--- src/rtl/core/bsm_pkg.sv ---
package bsm_pkg;

  // Capacity of the sorted store, in samples.
  localparam int MAX_SAMPLES = 64;

  // Field widths of the transfers.
  localparam int SAMPLE_W = 16;
  localparam int MED_W    = 17;
  localparam int USED_W   = 7;

  // Store index width and the width of a count that can hold MAX_SAMPLES itself.
  localparam int IDX_W = $clog2(MAX_SAMPLES);
  localparam int CNT_W = $clog2(MAX_SAMPLES + 1);

endpackage

--- src/rtl/core/bsm_ram.sv ---
module bsm_ram #(
  parameter int WIDTH = 16,
  parameter int DEPTH = 64
) (
  input  logic                     clk,
  input  logic                     we,
  input  logic [$clog2(DEPTH)-1:0] waddr,
  input  logic [WIDTH-1:0]         wdata,
  input  logic [$clog2(DEPTH)-1:0] raddr,
  output logic [WIDTH-1:0]         rdata
);

  logic [WIDTH-1:0] mem [DEPTH];

  // One write port and one read port with registered read data.
  always_ff @(posedge clk) begin
    if (we) begin
      mem[waddr] <= wdata;
    end
    rdata <= mem[raddr];
  end

endmodule

--- src/rtl/core/bounded_sample_median_core.sv ---
// Median of a bounded sample sequence. Each transfer on the sample channel carries one
// 16-bit unsigned sample; the first MAX_SAMPLES samples of a sequence are inserted into an
// ascending sorted store, later ones are dropped and the sequence is marked truncated. On
// the sample flagged last the block emits one result: twice the median (the sum of the two
// middle values for an even count), the number of samples kept, and the truncated flag.
// The count then returns to zero for the next sequence. A kept sample moves each stored
// entry larger than it up by one place and is then written into the gap; a dropped sample
// is not stored. After a last sample the two middle entries are read, and the result
// waits while the previous result still waits to be taken. The insertion loop moves one
// entry per cycle through the one write port and one read port of the sample store; no
// new sample is taken until the insertion and any median reads are done.
// A finished result sits in an output register, so the next sequence may start while it
// waits to be taken.
module bounded_sample_median_core (
  input  logic                          clk,
  input  logic                          rst,
  input  logic                          sample_valid,
  output logic                          sample_ready,
  input  logic [bsm_pkg::SAMPLE_W-1:0]  sample,
  input  logic                          last,
  output logic                          result_valid,
  input  logic                          result_ready,
  output logic [bsm_pkg::MED_W-1:0]     median_doubled,
  output logic [bsm_pkg::USED_W-1:0]    samples_used,
  output logic                          truncated
);

  import bsm_pkg::*;

  typedef enum logic [2:0] {
    IDLE,
    SHIFT,
    MED_A,
    MED_B,
    MED_C
  } state_t;

  state_t              state;
  logic [CNT_W-1:0]    count;
  logic                overflow_seen;
  logic [IDX_W-1:0]    pos;
  logic [SAMPLE_W-1:0] value;
  logic                is_last;
  logic [SAMPLE_W-1:0] lo_value;

  logic                ram_we;
  logic [IDX_W-1:0]    ram_waddr;
  logic [SAMPLE_W-1:0] ram_wdata;
  logic [IDX_W-1:0]    ram_raddr;
  logic [SAMPLE_W-1:0] ram_rdata;

  logic                sample_xfer;
  logic                store_full;
  logic                move_up;
  logic                result_load;
  logic [IDX_W-1:0]    hi_idx;
  logic [IDX_W-1:0]    lo_idx;

  assign sample_ready = (state == IDLE);
  assign sample_xfer  = sample_valid && sample_ready;
  assign store_full   = (count == CNT_W'(MAX_SAMPLES));

  // The entry below the insertion point moves up while it is larger than the new sample.
  assign move_up = (pos != '0) && (ram_rdata > value);

  // Middle indexes: equal for an odd count, adjacent for an even count.
  assign hi_idx = IDX_W'(count >> 1);
  assign lo_idx = hi_idx - IDX_W'(!count[0]);

  assign result_load = (state == MED_C) && (!result_valid || result_ready);

  // Store port control: each shift cycle writes one entry and reads the next one down.
  always_comb begin
    ram_we    = 1'b0;
    ram_waddr = pos;
    ram_wdata = value;
    ram_raddr = IDX_W'(count - CNT_W'(1));
    case (state)
      IDLE: begin
        ram_raddr = IDX_W'(count - CNT_W'(1));
      end
      SHIFT: begin
        ram_we    = 1'b1;
        ram_wdata = move_up ? ram_rdata : value;
        ram_raddr = pos - IDX_W'(2);
      end
      MED_A: begin
        ram_raddr = lo_idx;
      end
      MED_B, MED_C: begin
        ram_raddr = hi_idx;
      end
      default: begin
        ram_raddr = hi_idx;
      end
    endcase
  end

  bsm_ram #(
    .WIDTH (SAMPLE_W),
    .DEPTH (MAX_SAMPLES)
  ) u_store (
    .clk   (clk),
    .we    (ram_we),
    .waddr (ram_waddr),
    .wdata (ram_wdata),
    .raddr (ram_raddr),
    .rdata (ram_rdata)
  );

  // Sequencer, counters and the result register.
  always_ff @(posedge clk) begin
    if (rst) begin
      state         <= IDLE;
      count         <= '0;
      overflow_seen <= 1'b0;
      result_valid  <= 1'b0;
    end else begin
      if (result_valid && result_ready && !result_load) begin
        result_valid <= 1'b0;
      end
      case (state)
        IDLE: begin
          if (sample_xfer) begin
            value   <= sample;
            is_last <= last;
            pos     <= IDX_W'(count);
            if (!store_full) begin
              state <= SHIFT;
            end else begin
              overflow_seen <= 1'b1;
              state         <= last ? MED_A : IDLE;
            end
          end
        end
        SHIFT: begin
          if (move_up) begin
            pos <= pos - IDX_W'(1);
          end else begin
            count <= count + CNT_W'(1);
            state <= is_last ? MED_A : IDLE;
          end
        end
        MED_A: begin
          state <= MED_B;
        end
        MED_B: begin
          lo_value <= ram_rdata;
          state    <= MED_C;
        end
        MED_C: begin
          if (result_load) begin
            median_doubled <= {1'b0, lo_value} + {1'b0, ram_rdata};
            samples_used   <= USED_W'(count);
            truncated      <= overflow_seen;
            result_valid   <= 1'b1;
            count          <= '0;
            overflow_seen  <= 1'b0;
            state          <= IDLE;
          end
        end
        default: begin
          state <= IDLE;
        end
      endcase
    end
  end

`ifndef SYNTHESIS
  // The kept count never passes the store capacity.
  a_count_bound: assert property (@(posedge clk) disable iff (rst)
    count <= CNT_W'(MAX_SAMPLES))
    else $error("kept count exceeds store capacity");

  // Issuing a result starts a fresh sequence.
  a_clear_after_result: assert property (@(posedge clk) disable iff (rst)
    result_load |=> (count == '0) && !overflow_seen)
    else $error("sequence state not cleared after result");

  // An odd count takes twice one stored value, so the half bit is clear.
  a_odd_even_median: assert property (@(posedge clk) disable iff (rst)
    result_load && count[0] |=> !median_doubled[0])
    else $error("odd count gave a half-valued median");
`endif

endmodule

--- config.mk ---
export PLATFORM = sky130hd
export DESIGN_NAME = bounded_sample_median_core
export DESIGN_NICKNAME = d
export VERILOG_FILES = /design/src/rtl/core/bsm_pkg.sv /design/src/rtl/core/bsm_ram.sv /design/src/rtl/core/bounded_sample_median_core.sv
export SDC_FILE = /design/constraint.sdc
export NUM_CORES = 1
export LEC_CHECK = 0
export ABC_AREA = 1
export BUFFER_PORTS_ARGS = -buffer_cell sky130_fd_sc_hd__buf_2
export CORE_MARGIN = 2
export CORE_UTILIZATION = 51
export DETAILED_ROUTE_END_ITERATION = 7
export PLACE_DENSITY = 0.66
export SLEW_MARGIN = 20
export SYNTH_ARGS = -nofsm -noshare
export SYNTH_HDL_FRONTEND = slang
export SYNTH_SLANG_ARGS = --single-unit
--- constraint.sdc ---
create_clock -name clk -period 5.53 [get_ports clk]
set_input_delay 1.106 -clock clk [delete_from_list [all_inputs] [get_ports clk]]
set_output_delay 1.106 -clock clk [all_outputs]
set_load 0.01 [all_outputs]
* Yosys cells after proc, flatten, opt, wreduce, memory -nomap -nowiden
Memories as Yosys holds them, arrays and structs flattened. A register that Yosys moved wholly into a read port is not among the register bits.
Cells that the tools add are included.
** Storage, ports and cells
- Bits in registers :: 76
- RAM bits :: 1024
- Input port bits :: 21
- Output and inout port bits :: 27
- Logic and storage cells :: 77
- Memories kept :: 1
** Memories
- u_store.mem :: depth 64, bits a word 16, read ports 1, clocked after memory_dff 1, wr ports 1, RTL line bsm_ram.sv:13 : logic [WIDTH-1:0] mem [DEPTH];
** Operators by class
- $add $sub $neg :: 6
- $lt $le $gt $ge :: 1
- Equal/unequal tests :: 10
- Mux-type cells :: 26
- Bitwise gates (word level) :: 1
- Reduce and logical (&&, ||, !) cells :: 21
** Operators with widths (number)
- $mux 16 :: 2
- $pmux 6 s3 :: 1
- $add 16x16->17 :: 1
- $gt 16x16->1 :: 1
- $pmux 3 s5 :: 1
- $mux 7 :: 2
- $pmux 7 s2 :: 1
- $mux 6 :: 2
- $pmux 6 s2 :: 1
- $reduce_and 3->1 :: 4
- $sub 6x1->6 const B :: 2
- $mux 1 :: 9
- $mux 3 :: 3
- $reduce_and 4->1 :: 2
- $add 7x1->7 const B :: 1
- $eq 7x7->1 const B :: 1
- $eq 3x2->1 const B :: 2
- $mux 2 :: 3
- $ne 2x2->1 const B :: 3
- $reduce_bool 2->1 :: 3
- $reduce_bool 6->1 :: 1
- $sub 6x1->6 :: 1
- $sub 6x2->6 const B :: 1
- $logic_and 1x1->1 :: 5
- other kinds (9) :: 12

* Logic depth before layout (Yosys ltp)
- Depth after elaboration :: 8
- Mapped depth :: 17

* Hierarchy
From an unflattened synthesis, not the netlist that was laid out.
** Second synthesis, totals
- Cells, all modules :: 3997
- Area, all modules :: 46545.9 sq um
** By module, submodules not included
- bsm_ram :: times used 1, cells each 3517, area an instance 42099.1 sq um, sequential area each 31069.8 sq um
- bounded_sample_median_core :: times used 1, cells each 480, area an instance 4446.8 sq um, sequential area each 2162.1 sq um

* Worst setup path before layout
Ideal clock, no wire load.
- Path type :: register -> register
- Start :: register value[11]
- End :: memory u_store.mem[0][15] (data pin)
- Setup time :: 0.702 ns
- Arrival :: 4.234 ns
- Path slack :: 0.594 ns
- Cell stages (with the launch flop) :: 13
- Path buffers :: 1
- Clock period less this slack :: 4.936 ns
- Cells stage by stage :: edfxtp_1 -> inv_1 -> ha_1 -> nand2_1 -> inv_1 -> nand3_1 -> a31o_2 -> o211a_1 -> nand2_1 -> nand2_1 -> clkinv_1 -> clkbuf_1 -> o21ai_0
** Between the ends
- Word-level cells in the longest chain between the ends :: 4
** RTL lines
- from (decl) :: RTL line bounded_sample_median_core.sv:42 : logic [SAMPLE_W-1:0] value;
- from (signal assigned) :: RTL line bounded_sample_median_core.sv:125 : value <= sample;
- $gt 16x16->1 :: RTL line bounded_sample_median_core.sv:64 : assign move_up = (pos != '0) && (ram_rdata > value);
- $logic_and 1x1->1 :: RTL line bounded_sample_median_core.sv:64
- $mux 16 :: RTL line bounded_sample_median_core.sv:84 : ram_wdata = move_up ? ram_rdata : value;
- $mux 16 :: RTL line bounded_sample_median_core.sv:78 : case (state)
- net ram_wdata[15] :: RTL line bounded_sample_median_core.sv:48 : logic [SAMPLE_W-1:0] ram_wdata;
- to (decl) :: RTL line bsm_ram.sv:13
The timed path passes the listed nets, and every way through them passes these cells.

* Worst setup path after layout
- Start :: register count[1]
- End :: register u_store.rdata[0], read port of u_store.mem
** Between the ends
- Word-level cells in the longest chain between the ends :: 2
- Elaborated cells between the ends (all ways) :: 3
- Those cells by class :: add/sub: 2; mux: 1
** RTL lines
- from (decl) :: RTL line bounded_sample_median_core.sv:39 : logic [CNT_W-1:0] count;
- from (signal assigned) :: RTL line bounded_sample_median_core.sv:140 : count <= count + CNT_W'(1);
- $sub 6x1->6, on equally long branches :: RTL line bounded_sample_median_core.sv:68, bounded_sample_median_core.sv:80
- $pmux 6 s3 (*) :: RTL line bounded_sample_median_core.sv:78
- to (decl) :: RTL line bsm_ram.sv:10 : output logic [WIDTH-1:0] rdata
Every way passes the cells marked *; elsewhere a longest branch is shown, timed or not.
A chain may end at the register's enable or synchronous reset.

==> flow_results.org <==
** Power
- Across the VDD grid, the largest voltage drop is around 0.6 mV.
- Power comes to roughly 28000 µW.
- Dividing total power by cell area gives a power density of 495.5 nW/µm².
- Summed over all cells, the static leakage comes to 0.02263 µW.

** Floorplanning
- Width of the chip :: 316.3 µm
- FP Rows :: 114
- Height of the die :: 316.3 µm
- Starting Density :: 0.5143
- For this design the top-level I/O count stands at 48.
- Core Region :: around 97000 µm²
- The floorplan step defined a die boundary enclosing around 100000 µm².

** Route
- The detail route stage leaves a number of antenna-violating nets equal to 0.
- For this run, design rule violations remaining after detail routing come to 0.
- Mean routed wirelength per cell :: about 22 µm
- After detailed routing, the number of vias per cell comes to around 5.6.
- 1st-pass router iterations :: 6
- Summing over every cut layer, the via total after detailed routing is roughly 34000.
- The first routing iteration left roughly 4000 violations.
- For this block, the routed nets add up to approximately 130000 µm of wire.

** STA
- The clock arrives with about 42 ps of skew.
- Setup violations remaining at the end of the flow were counted as 0.
- Final Cycle Share :: 0.7754
- The worst path in the final design needs a cycle of about 4300 ps, including I/O delays and setup.
- Measured against its own limit, the worst slew margin works out to 0.2209.
- Based on the critical path, the design can be clocked at up to 233.2 MHz.
- Setup repair after global routing left no endpoint under its margin.
- Max Transition Viols Final :: 0
- Worst slew pin tran :: around 1200 ps
- Summed over all failing endpoints, the final setup total negative slack is 0 ps.
- Total count of hold-check failures in the final report :: 0

** Critical path
- Startpoint class of the critical path :: flop
- Required @ worst endpoint :: ~6100 ps
- Class of the most critical setup path :: reg -> reg
- In this run the worst path has a maximum fanout of between 100 and 150.
- The worst setup path is captured at a flop.
- Crit path arrival time :: 4860 ps

** Clocking
- Clock-pin slew on the worst setup and hold paths :: 60 ps
- Post-CTS sizing :: 0
- CTS Hold Bufs :: 0
- CTS Root Buffer Type :: clkbuf_16
- Total number of H-tree levels :: 3
- Post-CTS Repair Setup Buffers :: 0
- Counting along the longest clock path gives a buffer depth of 3.
- Worst-Skew Late Latency :: between 700 and 800 ps
- Number of sinks on the clock net :: 1116
- In this run, CTS created clock tree buffers numbering between 100 and 150.
- TritonCTS built the clock tree.

** GRT
- Entering global routing, the biggest net connects 180 pins.
- Number of global-route vias before repair :: around 32000
- Global route total overflow :: 0
- In the global route stage, overall resource usage came out at 0.2650.
- The initial antenna violation count was 2.
- The first global-routing pass estimated 198000 µm of wire.

** Min path
- The path class of the tightest hold or removal check is reg -> reg.

** Logic synthesis
- In this run the cell area of the synthesized design comes to a little under 50000 µm².
- Number of warnings printed during yosys synthesis :: 0
- Synthesis produced a netlist with a net count of around 4700.
- Distinct cell type count of the synthesized netlist :: between 40 and 50
- For this run, the register share of the synthesized area comes to 0.6681.
- The synthesized design contains 1116 register bits.
- In the synthesized netlist, the number of instances is around 4700.
- Post-Synthesis Mean Instance Area :: ~11 µm²

** Placed design
- The count of buffers added on input and output ports is 47.
- The HPWL after detailed placement is a little over 70000 µm.
- At the end of routability-driven placement, the weighted congestion stood at slightly below 0.9.

** Cells and area
- Area of all sequential standard cells :: around 33000 µm²
- Compared with the post-synthesis result, the final layout area differs by 12.04%.
- The final layout contains 4765 nets.
- In the final layout, the share of cells above drive strength 1 is 0.08425.
- Fill cells in the final layout number about 8000.
- The multi-input combinational cells in the finished layout cover a total of about 12000 µm².

** Job
- The tool flagged a number of max-cap violations equal to 0.

** Outcome
- The run finished with clean final reports.
## metal layers
layer / vias up / track usage / wire length (µm)
met5: - / 0 / 0
met2: 1684 / 0.4090 / 60490
met3: 251 / 0.04035 / 12220
li1: 15720 / - / -
met1: 16230 / 0.3766 / 54660
met4: 0 / 0.1136 / 5384
## layout make-up
class,instances,area share
Multi-Input combinational cell,2458,0.2226
Sequential cell,1116,0.5963
Timing Repair Buffer,180,0.02712
Clock inverter,75,0.01538
Inverter,835,0.05640
Antenna cell,1,0.00004490
Tap cell,1276,0.02865
Clock buffer,131,0.05346
## flip-flops by register name, summed over array words and instances, names as in the netlist
| signal | count |
|---|---|
| result_valid | 1 |
| u_store.rdata | 16 |
| samples_used | 7 |
| median_doubled | 17 |
| value | 16 |
| state | 3 |
| u_store.mem | 1024 |
| overflow_seen | 1 |
| lo_value | 16 |
| count | 7 |
| pos | 6 |
| is_last | 1 |
| truncated | 1 |
## cell usage after synthesis, drive strengths merged
cell / instances / area (µm²)
clkinv: 1 / 3.750
a21o: 1 / 7.510
nand2: 858 / 3226
o22ai: 2 / 12.51
fa: 1 / 20.02
a211oi: 1 / 7.510
a31o: 2 / 17.52
nand3b: 210 / 1577
o31ai: 1 / 7.510
o2111ai: 2 / 17.52
o21a: 1 / 7.510
edfxtp: 1088 / 32670
o211ai: 1 / 7.510
o21ai: 40 / 203.9
ha: 42 / 525.5
a21oi: 40 / 200.2
nand4: 6 / 37.54
clkbuf: 64 / 240.2
inv: 834 / 3131
a21boi: 2 / 15.01
nand3: 1101 / 5515
xor2: 16 / 140.1
nor4: 2 / 12.51
xnor2: 6 / 52.55
buf: 196 / 977.2
o21bai: 1 / 11.26
dfxtp: 28 / 560.5
a31oi: 1 / 6.260
or2: 16 / 100.1
nor3: 7 / 40.04
nor2: 97 / 376.6
o211a: 1 / 10.01
## power breakdown
group | internal (µW) | total, µW | switching (µW) | leakage [µW]
clock | 4710 | 7910 | 3200 | 0.00189
combinational | 2510 | 9500 | 6990 | 0.0107
sequential | 10100 | 10200 | 125 | 0.0100
## metrics by stage
step	worst slack (ps)	instances	utilization	hold slack (ps)	instance area, µm²
floorplan	594.3	4669	-	402.9	49740
global placement	1417	5863	0.5360	426.4	51830
detailed placement	1384	5864	0.5362	428.5	51860
CTS	1353	6070	0.5759	445.1	55690
global route	1027	6071	0.5762	469.4	55720
finish	1242	6072	0.5762	451.0	55730
## critical path, stage by stage, from the launching register on
cell     delay, ps
dfxtp_1        470
inv_1          190
ha_1           380
inv_1           50
nand3_1         80
nand2_1        110
o21ai_4        360
buf_12         500
buf_4          790
nand2_1        110
nand3_1        120
nand3_1         70
nand3_1        130
nand3_1        280
nand3_1        250
nand2_1        120
## placed cells by master (no fill, tap or decap), types with 3 or more instances in the layout
cell	instances
buf_4	112
nand3_1	1100
xnor2_1	6
clkbuf_1	13
a21oi_1	40
nor2_2	3
nor3_1	5
inv_1	829
clkbuf_16	116
xor2_1	16
clkinv_2	29
buf_2	47
buf_12	19
bufinv_16	19
dfxtp_1	28
nand2_1	854
nor2_1	93
clkinv_1	24
nand4_1	6
nand3b_1	210
o21ai_4	18
or2_2	16
o21ai_0	20
ha_1	42
edfxtp_1	1088
## kinds of logic (layout without fill, tap and decap cells)
kind of cell / Yosys count / after routing / synth area share
buffers and inverters: 1095 / 1221 / 0.08749
AO/OA/AOI/OAI: 96 / 96 / 0.01069
flip-flops: 1116 / 1116 / 0.6681
adder cells (fa/ha/maj): 43 / 43 / 0.01097
XOR/XNOR: 22 / 22 / 0.003874
AND/OR/NAND/NOR: 2297 / 2297 / 0.2188
other: 0 / 1 / 0
## worst paths after layout
check | startpoint | endpoint | slack (ps) | depth (start not counted)
hold / removal | overflow_seen | truncated | 450 | 0
hold reg to reg | overflow_seen | truncated | 450 | 0
setup / recovery | count[1] | u_store.rdata[0] | 1240 | 15
setup reg to reg | count[1] | u_store.rdata[0] | 1240 | 15
(Power assumes the default switching activity.)
